<file path="src/sv/uvsc_pkg.sv">
// Shared types, register map and reset values for the UV sensor compensation unit.
package uvsc_pkg;

	localparam int CNT_W  = 16;
	localparam int PROD_W = 2 * CNT_W;
	localparam int FRAC_W = 14;
	localparam int CEIL_W = PROD_W + 1 - FRAC_W;
	localparam int IDX_SHIFT = 17;
	localparam int ADDR_W = 5;
	localparam int DATA_W = 32;
	localparam int REG_IDX_W = 3;

	typedef logic [CNT_W-1:0]  cnt_t;
	typedef logic [PROD_W-1:0] prod_t;
	typedef logic [CEIL_W-1:0] ceil_t;

	typedef enum logic [REG_IDX_W-1:0] {
		REG_UVA_VISIBLE = 3'd0,
		REG_UVA_IR      = 3'd1,
		REG_UVB_VISIBLE = 3'd2,
		REG_UVB_IR      = 3'd3,
		REG_UVA_WEIGHT  = 3'd4,
		REG_UVB_WEIGHT  = 3'd5
	} reg_idx_t;

	localparam cnt_t RST_UVA_VISIBLE = 16'd36372;
	localparam cnt_t RST_UVA_IR      = 16'd21791;
	localparam cnt_t RST_UVB_VISIBLE = 16'd48333;
	localparam cnt_t RST_UVB_IR      = 16'd28508;
	localparam cnt_t RST_UVA_WEIGHT  = 16'd24512;
	localparam cnt_t RST_UVB_WEIGHT  = 16'd43470;

	typedef struct packed {
		cnt_t uva_visible_coef;
		cnt_t uva_ir_coef;
		cnt_t uvb_visible_coef;
		cnt_t uvb_ir_coef;
		cnt_t uva_weight;
		cnt_t uvb_weight;
	} cfg_t;

	typedef struct packed {
		logic adv;
		logic valid;
	} pipe_ctl_t;

endpackage

</file>
<file path="src/sv/uvsc_if.sv">
// Valid/ready channel interfaces for sensor items and result items.
interface uvsc_in_if;
	logic          valid;
	logic          ready;
	uvsc_pkg::cnt_t raw_uva;
	uvsc_pkg::cnt_t raw_uvb;
	uvsc_pkg::cnt_t raw_comp_one;
	uvsc_pkg::cnt_t raw_comp_two;
	uvsc_pkg::cnt_t raw_dark;

	modport source (output valid, raw_uva, raw_uvb, raw_comp_one, raw_comp_two, raw_dark,
		input ready);
	modport sink (input valid, raw_uva, raw_uvb, raw_comp_one, raw_comp_two, raw_dark,
		output ready);
endinterface

interface uvsc_out_if;
	logic          valid;
	logic          ready;
	uvsc_pkg::cnt_t uva_comp;
	uvsc_pkg::cnt_t uvb_comp;
	uvsc_pkg::cnt_t uv_index;

	modport source (output valid, uva_comp, uvb_comp, uv_index, input ready);
	modport sink (input valid, uva_comp, uvb_comp, uv_index, output ready);
endinterface

</file>
<file path="src/sv/uv_sensor_compensation_unit.sv">
// Top level of the UV sensor compensation unit.
//
// Usage:
//   sensor : sink channel, one item of five raw 16-bit counts per handshake.
//   result : source channel, one item per sensor item (uva_comp, uvb_comp,
//            uv_index in Q8.8), in order.
//   APB    : six 16-bit registers at byte addresses 0..20, write at any time
//            the pipeline is empty; pready is tied high, reads return values.
// Items pass through registers s1 to s6. Throughput is one item per cycle
// while result is not stalled; the two 16x16 multiplier rows (compensation
// products and index weights) each take a stage of their own.
// The whole pipeline moves as one: when result holds a valid item that is not
// taken, every stage holds and sensor.ready drops, so no item is lost or
// repeated. Empty stages are filled while the output waits only once it drains.
// Reset clears all valid bits and loads the default coefficients and weights.
module uv_sensor_compensation_unit (
	input  logic                        clk,
	input  logic                        arst_n,
	uvsc_in_if.sink                     sensor,
	uvsc_out_if.source                  result,
	input  logic                        psel,
	input  logic                        penable,
	input  logic                        pwrite,
	input  logic [uvsc_pkg::ADDR_W-1:0] paddr,
	input  logic [uvsc_pkg::DATA_W-1:0] pwdata,
	output logic [uvsc_pkg::DATA_W-1:0] prdata,
	output logic                        pready
);

	uvsc_pkg::cfg_t      cfg;
	uvsc_pkg::pipe_ctl_t ctl_in, ctl_mid;
	logic                adv;
	logic                valid_s4, valid_s6;
	uvsc_pkg::cnt_t      uva_s4, uvb_s4;

	assign adv          = !valid_s6 || result.ready;
	assign sensor.ready = adv;
	assign ctl_in       = '{adv: adv, valid: sensor.valid};
	assign ctl_mid      = '{adv: adv, valid: valid_s4};
	assign result.valid = valid_s6;

	uvsc_cfg_regs u_regs (
		.clk     (clk),
		.arst_n  (arst_n),
		.psel    (psel),
		.penable (penable),
		.pwrite  (pwrite),
		.paddr   (paddr),
		.pwdata  (pwdata),
		.prdata  (prdata),
		.pready  (pready),
		.cfg     (cfg)
	);

	uvsc_comp_pipe u_comp (
		.clk          (clk),
		.arst_n       (arst_n),
		.ctl          (ctl_in),
		.raw_uva      (sensor.raw_uva),
		.raw_uvb      (sensor.raw_uvb),
		.raw_comp_one (sensor.raw_comp_one),
		.raw_comp_two (sensor.raw_comp_two),
		.raw_dark     (sensor.raw_dark),
		.cfg          (cfg),
		.valid_s4     (valid_s4),
		.uva_s4       (uva_s4),
		.uvb_s4       (uvb_s4)
	);

	uvsc_index_pipe u_index (
		.clk      (clk),
		.arst_n   (arst_n),
		.ctl      (ctl_mid),
		.uva_s4   (uva_s4),
		.uvb_s4   (uvb_s4),
		.cfg      (cfg),
		.valid_s6 (valid_s6),
		.uva_s6   (result.uva_comp),
		.uvb_s6   (result.uvb_comp),
		.idx_s6   (result.uv_index)
	);

endmodule

</file>
<file path="src/sv/uvsc_cfg_regs.sv">
// APB-style register file holding the compensation coefficients and index weights.
module uvsc_cfg_regs (
	input  logic                        clk,
	input  logic                        arst_n,
	input  logic                        psel,
	input  logic                        penable,
	input  logic                        pwrite,
	input  logic [uvsc_pkg::ADDR_W-1:0] paddr,
	input  logic [uvsc_pkg::DATA_W-1:0] pwdata,
	output logic [uvsc_pkg::DATA_W-1:0] prdata,
	output logic                        pready,
	output uvsc_pkg::cfg_t              cfg
);

	uvsc_pkg::cfg_t cfg_q;
	logic [uvsc_pkg::REG_IDX_W-1:0] idx;
	uvsc_pkg::cnt_t wval;
	uvsc_pkg::cnt_t rval;

	assign idx    = paddr[uvsc_pkg::ADDR_W-1:2];
	assign wval   = pwdata[uvsc_pkg::CNT_W-1:0];
	assign pready = 1'b1;
	assign cfg    = cfg_q;

	always_ff @(posedge clk or negedge arst_n) begin
		if (!arst_n) begin
			cfg_q.uva_visible_coef <= uvsc_pkg::RST_UVA_VISIBLE;
			cfg_q.uva_ir_coef      <= uvsc_pkg::RST_UVA_IR;
			cfg_q.uvb_visible_coef <= uvsc_pkg::RST_UVB_VISIBLE;
			cfg_q.uvb_ir_coef      <= uvsc_pkg::RST_UVB_IR;
			cfg_q.uva_weight       <= uvsc_pkg::RST_UVA_WEIGHT;
			cfg_q.uvb_weight       <= uvsc_pkg::RST_UVB_WEIGHT;
		end else if (psel && penable && pwrite) begin
			case (idx)
				uvsc_pkg::REG_UVA_VISIBLE: cfg_q.uva_visible_coef <= wval;
				uvsc_pkg::REG_UVA_IR:      cfg_q.uva_ir_coef      <= wval;
				uvsc_pkg::REG_UVB_VISIBLE: cfg_q.uvb_visible_coef <= wval;
				uvsc_pkg::REG_UVB_IR:      cfg_q.uvb_ir_coef      <= wval;
				uvsc_pkg::REG_UVA_WEIGHT:  cfg_q.uva_weight       <= wval;
				uvsc_pkg::REG_UVB_WEIGHT:  cfg_q.uvb_weight       <= wval;
				default: ;
			endcase
		end
	end

	always_comb begin
		case (idx)
			uvsc_pkg::REG_UVA_VISIBLE: rval = cfg_q.uva_visible_coef;
			uvsc_pkg::REG_UVA_IR:      rval = cfg_q.uva_ir_coef;
			uvsc_pkg::REG_UVB_VISIBLE: rval = cfg_q.uvb_visible_coef;
			uvsc_pkg::REG_UVB_IR:      rval = cfg_q.uvb_ir_coef;
			uvsc_pkg::REG_UVA_WEIGHT:  rval = cfg_q.uva_weight;
			uvsc_pkg::REG_UVB_WEIGHT:  rval = cfg_q.uvb_weight;
			default:                   rval = '0;
		endcase
	end

	assign prdata = {{(uvsc_pkg::DATA_W-uvsc_pkg::CNT_W){1'b0}}, rval};

endmodule

</file>
<file path="src/sv/uvsc_comp_pipe.sv">
// Dark subtraction and compensation stages s1 to s4.
module uvsc_comp_pipe (
	input  logic               clk,
	input  logic               arst_n,
	input  uvsc_pkg::pipe_ctl_t ctl,
	input  uvsc_pkg::cnt_t     raw_uva,
	input  uvsc_pkg::cnt_t     raw_uvb,
	input  uvsc_pkg::cnt_t     raw_comp_one,
	input  uvsc_pkg::cnt_t     raw_comp_two,
	input  uvsc_pkg::cnt_t     raw_dark,
	input  uvsc_pkg::cfg_t     cfg,
	output logic               valid_s4,
	output uvsc_pkg::cnt_t     uva_s4,
	output uvsc_pkg::cnt_t     uvb_s4
);

	logic valid_s1, valid_s2, valid_s3, valid_s4_q;
	uvsc_pkg::cnt_t  uva_s1, uvb_s1, c1_s1, c2_s1;
	uvsc_pkg::cnt_t  uva_s2, uvb_s2;
	uvsc_pkg::prod_t pa1_s2, pa2_s2, pb1_s2, pb2_s2;
	uvsc_pkg::cnt_t  va_s3, vb_s3;
	uvsc_pkg::ceil_t ca1_s3, cb1_s3;
	uvsc_pkg::cnt_t  uva_s4_q, uvb_s4_q;

	function automatic uvsc_pkg::cnt_t sub_floor0(input uvsc_pkg::cnt_t a,
		input uvsc_pkg::cnt_t b);
		sub_floor0 = (a > b) ? a - b : '0;
	endfunction

	function automatic uvsc_pkg::ceil_t ceil_q14(input uvsc_pkg::prod_t p);
		logic [uvsc_pkg::PROD_W:0] s;
		s = {1'b0, p} + {{(uvsc_pkg::PROD_W+1-uvsc_pkg::FRAC_W){1'b0}},
			{uvsc_pkg::FRAC_W{1'b1}}};
		ceil_q14 = s[uvsc_pkg::PROD_W:uvsc_pkg::FRAC_W];
	endfunction

	function automatic uvsc_pkg::cnt_t sub_ceil(input uvsc_pkg::cnt_t a,
		input uvsc_pkg::ceil_t b);
		logic [uvsc_pkg::CEIL_W-1:0] ax;
		ax = {{(uvsc_pkg::CEIL_W-uvsc_pkg::CNT_W){1'b0}}, a};
		sub_ceil = (ax > b) ? a - b[uvsc_pkg::CNT_W-1:0] : '0;
	endfunction

	always_ff @(posedge clk or negedge arst_n) begin
		if (!arst_n) begin
			valid_s1   <= 1'b0;
			valid_s2   <= 1'b0;
			valid_s3   <= 1'b0;
			valid_s4_q <= 1'b0;
		end else if (ctl.adv) begin
			valid_s1   <= ctl.valid;
			valid_s2   <= valid_s1;
			valid_s3   <= valid_s2;
			valid_s4_q <= valid_s3;
		end
	end

	always_ff @(posedge clk) begin
		if (ctl.adv) begin
			uva_s1 <= sub_floor0(raw_uva, raw_dark);
			uvb_s1 <= sub_floor0(raw_uvb, raw_dark);
			c1_s1  <= sub_floor0(raw_comp_one, raw_dark);
			c2_s1  <= sub_floor0(raw_comp_two, raw_dark);

			uva_s2 <= uva_s1;
			uvb_s2 <= uvb_s1;
			pa1_s2 <= uvsc_pkg::prod_t'(c1_s1) * uvsc_pkg::prod_t'(cfg.uva_visible_coef);
			pa2_s2 <= uvsc_pkg::prod_t'(c2_s1) * uvsc_pkg::prod_t'(cfg.uva_ir_coef);
			pb1_s2 <= uvsc_pkg::prod_t'(c1_s1) * uvsc_pkg::prod_t'(cfg.uvb_visible_coef);
			pb2_s2 <= uvsc_pkg::prod_t'(c2_s1) * uvsc_pkg::prod_t'(cfg.uvb_ir_coef);

			va_s3  <= sub_ceil(uva_s2, ceil_q14(pa2_s2));
			vb_s3  <= sub_ceil(uvb_s2, ceil_q14(pb2_s2));
			ca1_s3 <= ceil_q14(pa1_s2);
			cb1_s3 <= ceil_q14(pb1_s2);

			uva_s4_q <= sub_ceil(va_s3, ca1_s3);
			uvb_s4_q <= sub_ceil(vb_s3, cb1_s3);
		end
	end

	assign valid_s4 = valid_s4_q;
	assign uva_s4   = uva_s4_q;
	assign uvb_s4   = uvb_s4_q;

endmodule

</file>
<file path="src/sv/uvsc_index_pipe.sv">
// UV index stages s5 and s6: weighted products, sum and scale.
module uvsc_index_pipe (
	input  logic               clk,
	input  logic               arst_n,
	input  uvsc_pkg::pipe_ctl_t ctl,
	input  uvsc_pkg::cnt_t     uva_s4,
	input  uvsc_pkg::cnt_t     uvb_s4,
	input  uvsc_pkg::cfg_t     cfg,
	output logic               valid_s6,
	output uvsc_pkg::cnt_t     uva_s6,
	output uvsc_pkg::cnt_t     uvb_s6,
	output uvsc_pkg::cnt_t     idx_s6
);

	localparam int SUM_W = uvsc_pkg::PROD_W + 1;
	localparam int HI_W  = SUM_W - uvsc_pkg::IDX_SHIFT;

	logic valid_s5, valid_s6_q;
	uvsc_pkg::cnt_t  uva_s5, uvb_s5, uva_s6_q, uvb_s6_q, idx_s6_q;
	uvsc_pkg::prod_t wa_s5, wb_s5;
	logic [SUM_W-1:0] sum;
	logic [HI_W-1:0]  hi;

	assign sum = {1'b0, wa_s5} + {1'b0, wb_s5};
	assign hi  = sum[SUM_W-1:uvsc_pkg::IDX_SHIFT];

	always_ff @(posedge clk or negedge arst_n) begin
		if (!arst_n) begin
			valid_s5   <= 1'b0;
			valid_s6_q <= 1'b0;
		end else if (ctl.adv) begin
			valid_s5   <= ctl.valid;
			valid_s6_q <= valid_s5;
		end
	end

	always_ff @(posedge clk) begin
		if (ctl.adv) begin
			uva_s5 <= uva_s4;
			uvb_s5 <= uvb_s4;
			wa_s5  <= uvsc_pkg::prod_t'(uva_s4) * uvsc_pkg::prod_t'(cfg.uva_weight);
			wb_s5  <= uvsc_pkg::prod_t'(uvb_s4) * uvsc_pkg::prod_t'(cfg.uvb_weight);

			uva_s6_q <= uva_s5;
			uvb_s6_q <= uvb_s5;
			idx_s6_q <= hi;
		end
	end

	assign valid_s6 = valid_s6_q;
	assign uva_s6   = uva_s6_q;
	assign uvb_s6   = uvb_s6_q;
	assign idx_s6   = idx_s6_q;

endmodule

</file>
<file path="src/flat_wrapper.sv">
// flat-port wrapper written by rule: the top's interface ports become plain ports
module uv_sensor_compensation_unit_flat 
  (clk, arst_n, psel, penable, pwrite, paddr, pwdata, prdata, pready, sensor_valid, sensor_raw_uva, sensor_raw_uvb, sensor_raw_comp_one, sensor_raw_comp_two, sensor_raw_dark, sensor_ready, result_valid, result_uva_comp, result_uvb_comp, result_uv_index, result_ready);
  uvsc_in_if sensor_i ();
  uvsc_out_if result_i ();
  input  logic clk;
  input  logic arst_n;
  input  logic psel;
  input  logic penable;
  input  logic pwrite;
  input  logic [uvsc_pkg::ADDR_W-1:0] paddr;
  input  logic [uvsc_pkg::DATA_W-1:0] pwdata;
  output logic [uvsc_pkg::DATA_W-1:0] prdata;
  output logic pready;
  input wire logic [$bits(sensor_i.valid)-1:0] sensor_valid;
  input wire logic [$bits(sensor_i.raw_uva)-1:0] sensor_raw_uva;
  input wire logic [$bits(sensor_i.raw_uvb)-1:0] sensor_raw_uvb;
  input wire logic [$bits(sensor_i.raw_comp_one)-1:0] sensor_raw_comp_one;
  input wire logic [$bits(sensor_i.raw_comp_two)-1:0] sensor_raw_comp_two;
  input wire logic [$bits(sensor_i.raw_dark)-1:0] sensor_raw_dark;
  output wire logic [$bits(sensor_i.ready)-1:0] sensor_ready;
  output wire logic [$bits(result_i.valid)-1:0] result_valid;
  output wire logic [$bits(result_i.uva_comp)-1:0] result_uva_comp;
  output wire logic [$bits(result_i.uvb_comp)-1:0] result_uvb_comp;
  output wire logic [$bits(result_i.uv_index)-1:0] result_uv_index;
  input wire logic [$bits(result_i.ready)-1:0] result_ready;
  assign sensor_i.valid = sensor_valid;
  assign sensor_i.raw_uva = sensor_raw_uva;
  assign sensor_i.raw_uvb = sensor_raw_uvb;
  assign sensor_i.raw_comp_one = sensor_raw_comp_one;
  assign sensor_i.raw_comp_two = sensor_raw_comp_two;
  assign sensor_i.raw_dark = sensor_raw_dark;
  assign sensor_ready = sensor_i.ready;
  assign result_valid = result_i.valid;
  assign result_uva_comp = result_i.uva_comp;
  assign result_uvb_comp = result_i.uvb_comp;
  assign result_uv_index = result_i.uv_index;
  assign result_i.ready = result_ready;
  uv_sensor_compensation_unit u_core (.clk(clk), .arst_n(arst_n), .sensor(sensor_i), .result(result_i), .psel(psel), .penable(penable), .pwrite(pwrite), .paddr(paddr), .pwdata(pwdata), .prdata(prdata), .pready(pready));
endmodule
</file>
<file path="config.mk">
export PLATFORM = sky130hd
export DESIGN_NAME = uv_sensor_compensation_unit_flat
export DESIGN_NICKNAME = d
export VERILOG_FILES = /design/src/sv/uvsc_pkg.sv /design/src/sv/uvsc_if.sv /design/src/sv/uv_sensor_compensation_unit.sv /design/src/sv/uvsc_cfg_regs.sv /design/src/sv/uvsc_comp_pipe.sv /design/src/sv/uvsc_index_pipe.sv /design/src/flat_wrapper.sv
export SDC_FILE = /design/constraint.sdc
export NUM_CORES = 2
export LEC_CHECK = 0
export ABC_AREA = 1
export BUFFER_PORTS_ARGS = -buffer_cell sky130_fd_sc_hd__buf_2
export CAP_MARGIN = 20
export CORE_MARGIN = 4
export CORE_UTILIZATION = 60
export CTS_CLUSTER_DIAMETER = 40
export DETAILED_ROUTE_END_ITERATION = 10
export GPL_ROUTABILITY_DRIVEN = 0
export HOLD_SLACK_MARGIN = 0.1
export PLACE_DENSITY = 0.79
export SLEW_MARGIN = 20
export SYNTH_ARGS = -nofsm -noshare
export SYNTH_HDL_FRONTEND = slang
export SYNTH_SLANG_ARGS = --single-unit
</file>
<file path="constraint.sdc">
create_clock -name clk -period 11.11 [get_ports clk]
set_clock_uncertainty 0.05 [all_clocks]
set_input_delay 0.5555 -clock clk [delete_from_list [all_inputs] [get_ports clk]]
set_output_delay 0.5555 -clock clk [all_outputs]
set_load 0.005 [all_outputs]
</file>
Word level (Yosys, flattened, before mapping)
Index checks and enable logic that the tools add are counted.
- flip-flop bits (word level): 572
- output and inout bits: 83
- logic and storage cells: 79
- add/sub/neg operators: 13
- multiply operators: 6
- order comparisons: 8
- eq/ne operators: 5
- mux-type cells: 1
- reduce and logical (&&, ||, !) cells: 11
- operators by type and width (operator ; number):
    16-bit by 16-bit multiplier with 32-bit output ; 6
    32-bit by 14-bit adder with 33-bit output, second input constant ; 4
    16-bit subtractor ; 8
    16-bit case mux with 6 select lines ; 1
    16-bit by 19-bit greater-than comparator with 1-bit output ; 4
    16-bit greater-than comparator ; 4
    32-bit by 32-bit adder with 33-bit output ; 1
    2-bit AND reduction ; 6
    3-bit by 2-bit == test with 1-bit output, second input constant ; 2
    3-bit == test, second input constant ; 2
    3-bit by 1-bit == test with 1-bit output, second input constant ; 1
    3-bit zero test ; 1
    1-bit logical AND ; 2
    1-bit zero test ; 1
    1-bit logical OR ; 1

Depth between registers and ports, before layout
- word-level depth: 3
- depth in mapped cells: 28
- depth with buffers taken out: 26

By module
From an unflattened synthesis, not the netlist that was laid out.
- cells, all modules: 10773
- area, all modules: 85027.8 um^2
- modules (own cells, without submodules) (module ; times used ; cells each ; area an instance (um^2)):
    uvsc_comp_pipe ; 1 ; 6792 ; 54408.4
    uvsc_index_pipe ; 1 ; 3358 ; 25483.2
    uvsc_cfg_regs ; 1 ; 621 ; 5128.7
    uv_sensor_compensation_unit ; 1 ; 2 ; 7.5

Worst setup path after synthesis
OpenSTA, ideal clock, no wires.
- kind: input to register
- start point: input port result_ready
- end point: register u_core.u_comp.valid_s1
- arrival: 12027 ps
- slack: -1087 ps
- cell stages on the path: 3
- cell sequence: inv_1 -> nand2_1 -> mux2_2
- word-level cells in the longest chain between the ends: 1
- ends and longest elaborated chain (what ; RTL line ; RTL):
    from (decl) ; flat_wrapper.sv:26 ; input wire logic [$bits(result_i.ready)-1:0] result_ready;
    1-bit logical OR ; uv_sensor_compensation_unit.sv:36 ; assign adv = !valid_s6 || result.ready;
    named net sensor_ready ; flat_wrapper.sv:21 ; output wire logic [$bits(sensor_i.ready)-1:0] sensor_ready;
    to (signal assigned) ; uvsc_comp_pipe.sv:51 ; valid_s1 <= ctl.valid;
    to (decl) ; uvsc_comp_pipe.sv:17 ; logic valid_s1, valid_s2, valid_s3, valid_s4_q;
The timed path passes the listed nets, and every way through them passes these cells.
A chain may end at the register's enable or synchronous reset.

Worst setup path after layout
- start point: register u_core.u_comp.c2_s1[10]
- end point: register u_core.u_comp.pb2_s2[30], data pin
- word-level cells in the longest chain between the ends: 1
- ends and longest elaborated chain (what ; RTL line ; RTL):
    from (decl) ; uvsc_comp_pipe.sv:18 ; uvsc_pkg::cnt_t uva_s1, uvb_s1, c1_s1, c2_s1;
    from (signal assigned) ; uvsc_comp_pipe.sv:63 ; c2_s1 <= sub_floor0(raw_comp_two, raw_dark);
    16-bit by 16-bit multiplier with 32-bit output ; uvsc_comp_pipe.sv:70 ; pb2_s2 <= uvsc_pkg::prod_t'(c2_s1) * uvsc_pkg::prod_t'(cfg.uvb_ir_coef);
    to (signal assigned) ; uvsc_comp_pipe.sv:70 ;
    to (decl) ; uvsc_comp_pipe.sv:20 ; uvsc_pkg::prod_t pa1_s2, pa2_s2, pb1_s2, pb2_s2;
Every way passes these cells.

==> results.sh <==
export IMPL_port_buffers=171
export IMPL_clockBufferDepth=3
export IMPL_stdcell_count=12000
export IMPL_post_route_min_period_ps=6500
export IMPL_setup_violations=0
export IMPL_design_area_um2=87900
export IMPL_fin_crit_sh_pct=58.5
export IMPL_synth_edf_count=470
export IMPL_path_class="reg2reg"
export IMPL_fin_setup_tns_ps=0
export IMPL_ys_ff_latch=572
export IMPL_clk_latency_ps=720
export IMPL_grt_first_pass_wirelength_um=354000
export IMPL_grt_max_degree=171
export IMPL_synth_top_area_cell="fa_1"
export IMPL_min_path_type="in2async"
export IMPL_antenna_found_initial=12
export IMPL_start_util_pct=60.3
export IMPL_die_width_um=380
export IMPL_clk_pin_slew_ps=60
export IMPL_dp_slack_ps=4740
export IMPL_status="finished with violations"
export IMPL_cts_sinks=572
export IMPL_setup_ws_ps=4610
export IMPL_violations="design-rule violations"
export IMPL_start_kind="flop"
export IMPL_die_h_um=380
export IMPL_syn_area_um2=82800
export IMPL_core_um2=137000
export IMPL_fin_nets=12200
export IMPL_ys_async_sr_fraction_pct=17.8
export IMPL_drt_initial_drc_count=5697
export IMPL_reg2regPathDepth=21
export IMPL_regToRegSetupSlack_ps=4610
export IMPL_drive_above_1_share_pct=5.10
export IMPL_path_max_fanout=17
export IMPL_ys_warnings_count=0
export IMPL_netlist_top_cells_area="fa_1 (28%), edfxtp_1 (17%), ha_1 (12%), inv_1 (12%), nand2_1 (11%)"
export IMPL_row_count=136
export IMPL_cts_root_buf="clkbuf_16"
export IMPL_max_slew_margin_rel_pct=25.6
export IMPL_cts_tree="done"
export IMPL_ant_nets=0
export IMPL_max_freq_mhz=154
export IMPL_rr_startpoint="u_core.u_comp.c2_s1[10]$_SDFFCE_PP0P_"
export IMPL_placed_cells=11800
export IMPL_worstPathArrival_ps=6930
export IMPL_gr_usage_all_layers_pct=30.4
export IMPL_cp_end_kind="flop"
export IMPL_htreeDepth=3
export IMPL_drc=2
export IMPL_synthFlopType="edfxtp_1"
export IMPL_io_pins=207
export IMPL_syn_area_per_cell_um2=8.17
export IMPL_place_area_um2=84700
export IMPL_dieArea_um2=144000
export IMPL_rsz0062_at_grt="no"
export IMPL_r2r_end="u_core.u_comp.pb2_s2[30]$_DFFE_PP_"
export IMPL_netlist_area_leader_share_pct=28.3
export IMPL_grt_pass1_vias=70100
export IMPL_maxSlewViolCount=0
export IMPL_via_per_inst=5.59
export IMPL_synth_cells=10100
export IMPL_wl_per_cell_um=18.0
export IMPL_drt_pass1_iter_count=11
export IMPL_syn_to_final_growth_pct=6.17
export IMPL_synth_cell_type_count=60
export IMPL_routed_wl_um=215000
export IMPL_cts_buffers=86
export IMPL_dp_hpwl_um=169000
export IMPL_seq_area_frac_synth_pct=20.2
export IMPL_via_count=66800
export IMPL_report_final_hold_viol_count=0
export IMPL_max_cap_violations=0
export IMPL_required_ps=11540
export IMPL_tightest_slew_ps=1120
export IMPL_grt_overflow_total=0
-- worst max-delay path: stages, from the launching register on --
cell and delay (ps):
edfxtp_1 950, buf_4 400, nand2_1 120, fa_1 540
fa_1 570, fa_1 450, fa_1 570, inv_1 60
fa_1 500, inv_1 50, fa_1 470, inv_1 70
ha_1 370, a21o_1 230, a21oi_1 220, nand2_1 90
nand2_1 60, nand3_1 150, nand2_1 140, nand3_1 70
nand2_1 70, nand2_1 50
-- logic make-up after synthesis --
kind of cell | synth area share (%)
xor gates and xnor gates | 2.93
DFF | 20.2
adders and majority gates | 40.2
muxes | 0.0544
AOI/OAI and AO/OA | 6.30
and+or+nand+nor | 16.6
buffers and inverters | 13.7
other | 0.00907
-- registers in the layout (all words and copies together), names as in the netlist, 19 cells and up --
name                  flops
u_core.u_comp.pa1_s2     32
u_core.u_comp.ca1_s3     19
u_core.u_index.wb_s5     32
u_core.u_comp.pb2_s2     32
u_core.u_comp.cb1_s3     19
u_core.u_regs.cfg        96
u_core.u_comp.pa2_s2     32
u_core.u_index.wa_s5     32
u_core.u_comp.pb1_s2     32
-- routing by layer --
layer  vias to the layer above  global-route usage [%]  routed length, um
met5                         -                       0                 73
met4                        10                    14.7              11300
met3                       852                    7.43              22900
met2                      3472                    49.9             101000
met1                     32100                    37.7              80100
li1                      30400                       -                  -
-- metrics by stage --
step / hold WS [ps] / util, %
2_1_floorplan: 210 / -
3_3_place_gp: 352 / 61.7
3_5_place_dp: 355 / 61.7
4_1_cts: 258 / 64.0
5_1_grt: 313 / 64.0
6_report: 288 / 64.0
-- cells in the final DEF (no fill, tap or decap), types with 91 or more instances in the layout --
cell type,netlist,routed
o21ai_0,284,284
a21oi_1,418,418
ha_1,783,783
xor2_1,186,186
nand3_1,243,243
nor2_1,460,458
fa_1,1172,1172
inv_1,2580,2580
buf_2,5,170
xnor2_1,91,91
edfxtp_1,470,470
nand2_1,2447,2446
-- synthesized netlist by cell type, types with 18 or more instances --
master / instances
edfxtp_1: 470
nor2_1: 460
a21o_1: 46
a31oi_1: 27
xnor2_1: 91
inv_1: 2580
a21boi_0: 21
or2_2: 20
nor2_2: 22
buf_1: 37
o21ai_0: 284
nand2_1: 2447
clkbuf_1: 337
xor2_1: 186
dfrtp_1: 50
buf_4: 18
o21bai_1: 45
nor3_1: 77
dfstp_2: 52
ha_1: 783
a21oi_1: 418
nand3_1: 243
nand4_1: 81
fa_1: 1172
-- worst max-delay path by stage --
| stage | slack, ps | cells after the start | from | end |
|---|---|---|---|---|
| final | 4610 | 21 | u_core.u_comp.c2_s1[10]$_SDFFCE_PP0P_ | u_core.u_comp.pb2_s2[30]$_DFFE_PP_ |
| after global routing | 4260 | 19 | u_core.u_comp.c2_s1[11]$_SDFFCE_PP0P_ | u_core.u_comp.pa2_s2[28]$_DFFE_PP_ |
| after CTS | 4710 | 19 | u_core.u_comp.c2_s1[11]$_SDFFCE_PP0P_ | u_core.u_comp.pa2_s2[30]$_DFFE_PP_ |
| after detailed placement | 4740 | 19 | u_core.u_comp.c2_s1[11]$_SDFFCE_PP0P_ | u_core.u_comp.pa2_s2[30]$_DFFE_PP_ |
| after global placement | 4820 | 19 | u_core.u_comp.c2_s1[11]$_SDFFCE_PP0P_ | u_core.u_comp.pa2_s2[30]$_DFFE_PP_ |
| after floorplan | 3880 | 3 | result_ready | u_core.u_comp.valid_s1$_DFFE_PN0P_ |
-- what timing repair did --
action / 4_1_cts / 5_1_grt
endpoints found under the hold margin: 63 / 0
gates resized for setup: 0 / 0
buffers inserted: 0 / 0
hold buffers: 18 / 0
endpoints found under the setup margin: 0 / 0
-- cell type report --
type	count	area (um^2)
timing repair buffer	234	1390
multi-input combinational	6593	54800
tap	1794	2240
sequential	572	16700
clock buffer	96	2210
inverter	2589	9720
clock inverter	65	787
antenna	9	22.5
fill	11100	49400
Power is not shown: default switching activity piles up to over one toggle a cycle in this logic, so the estimate is an artifact.
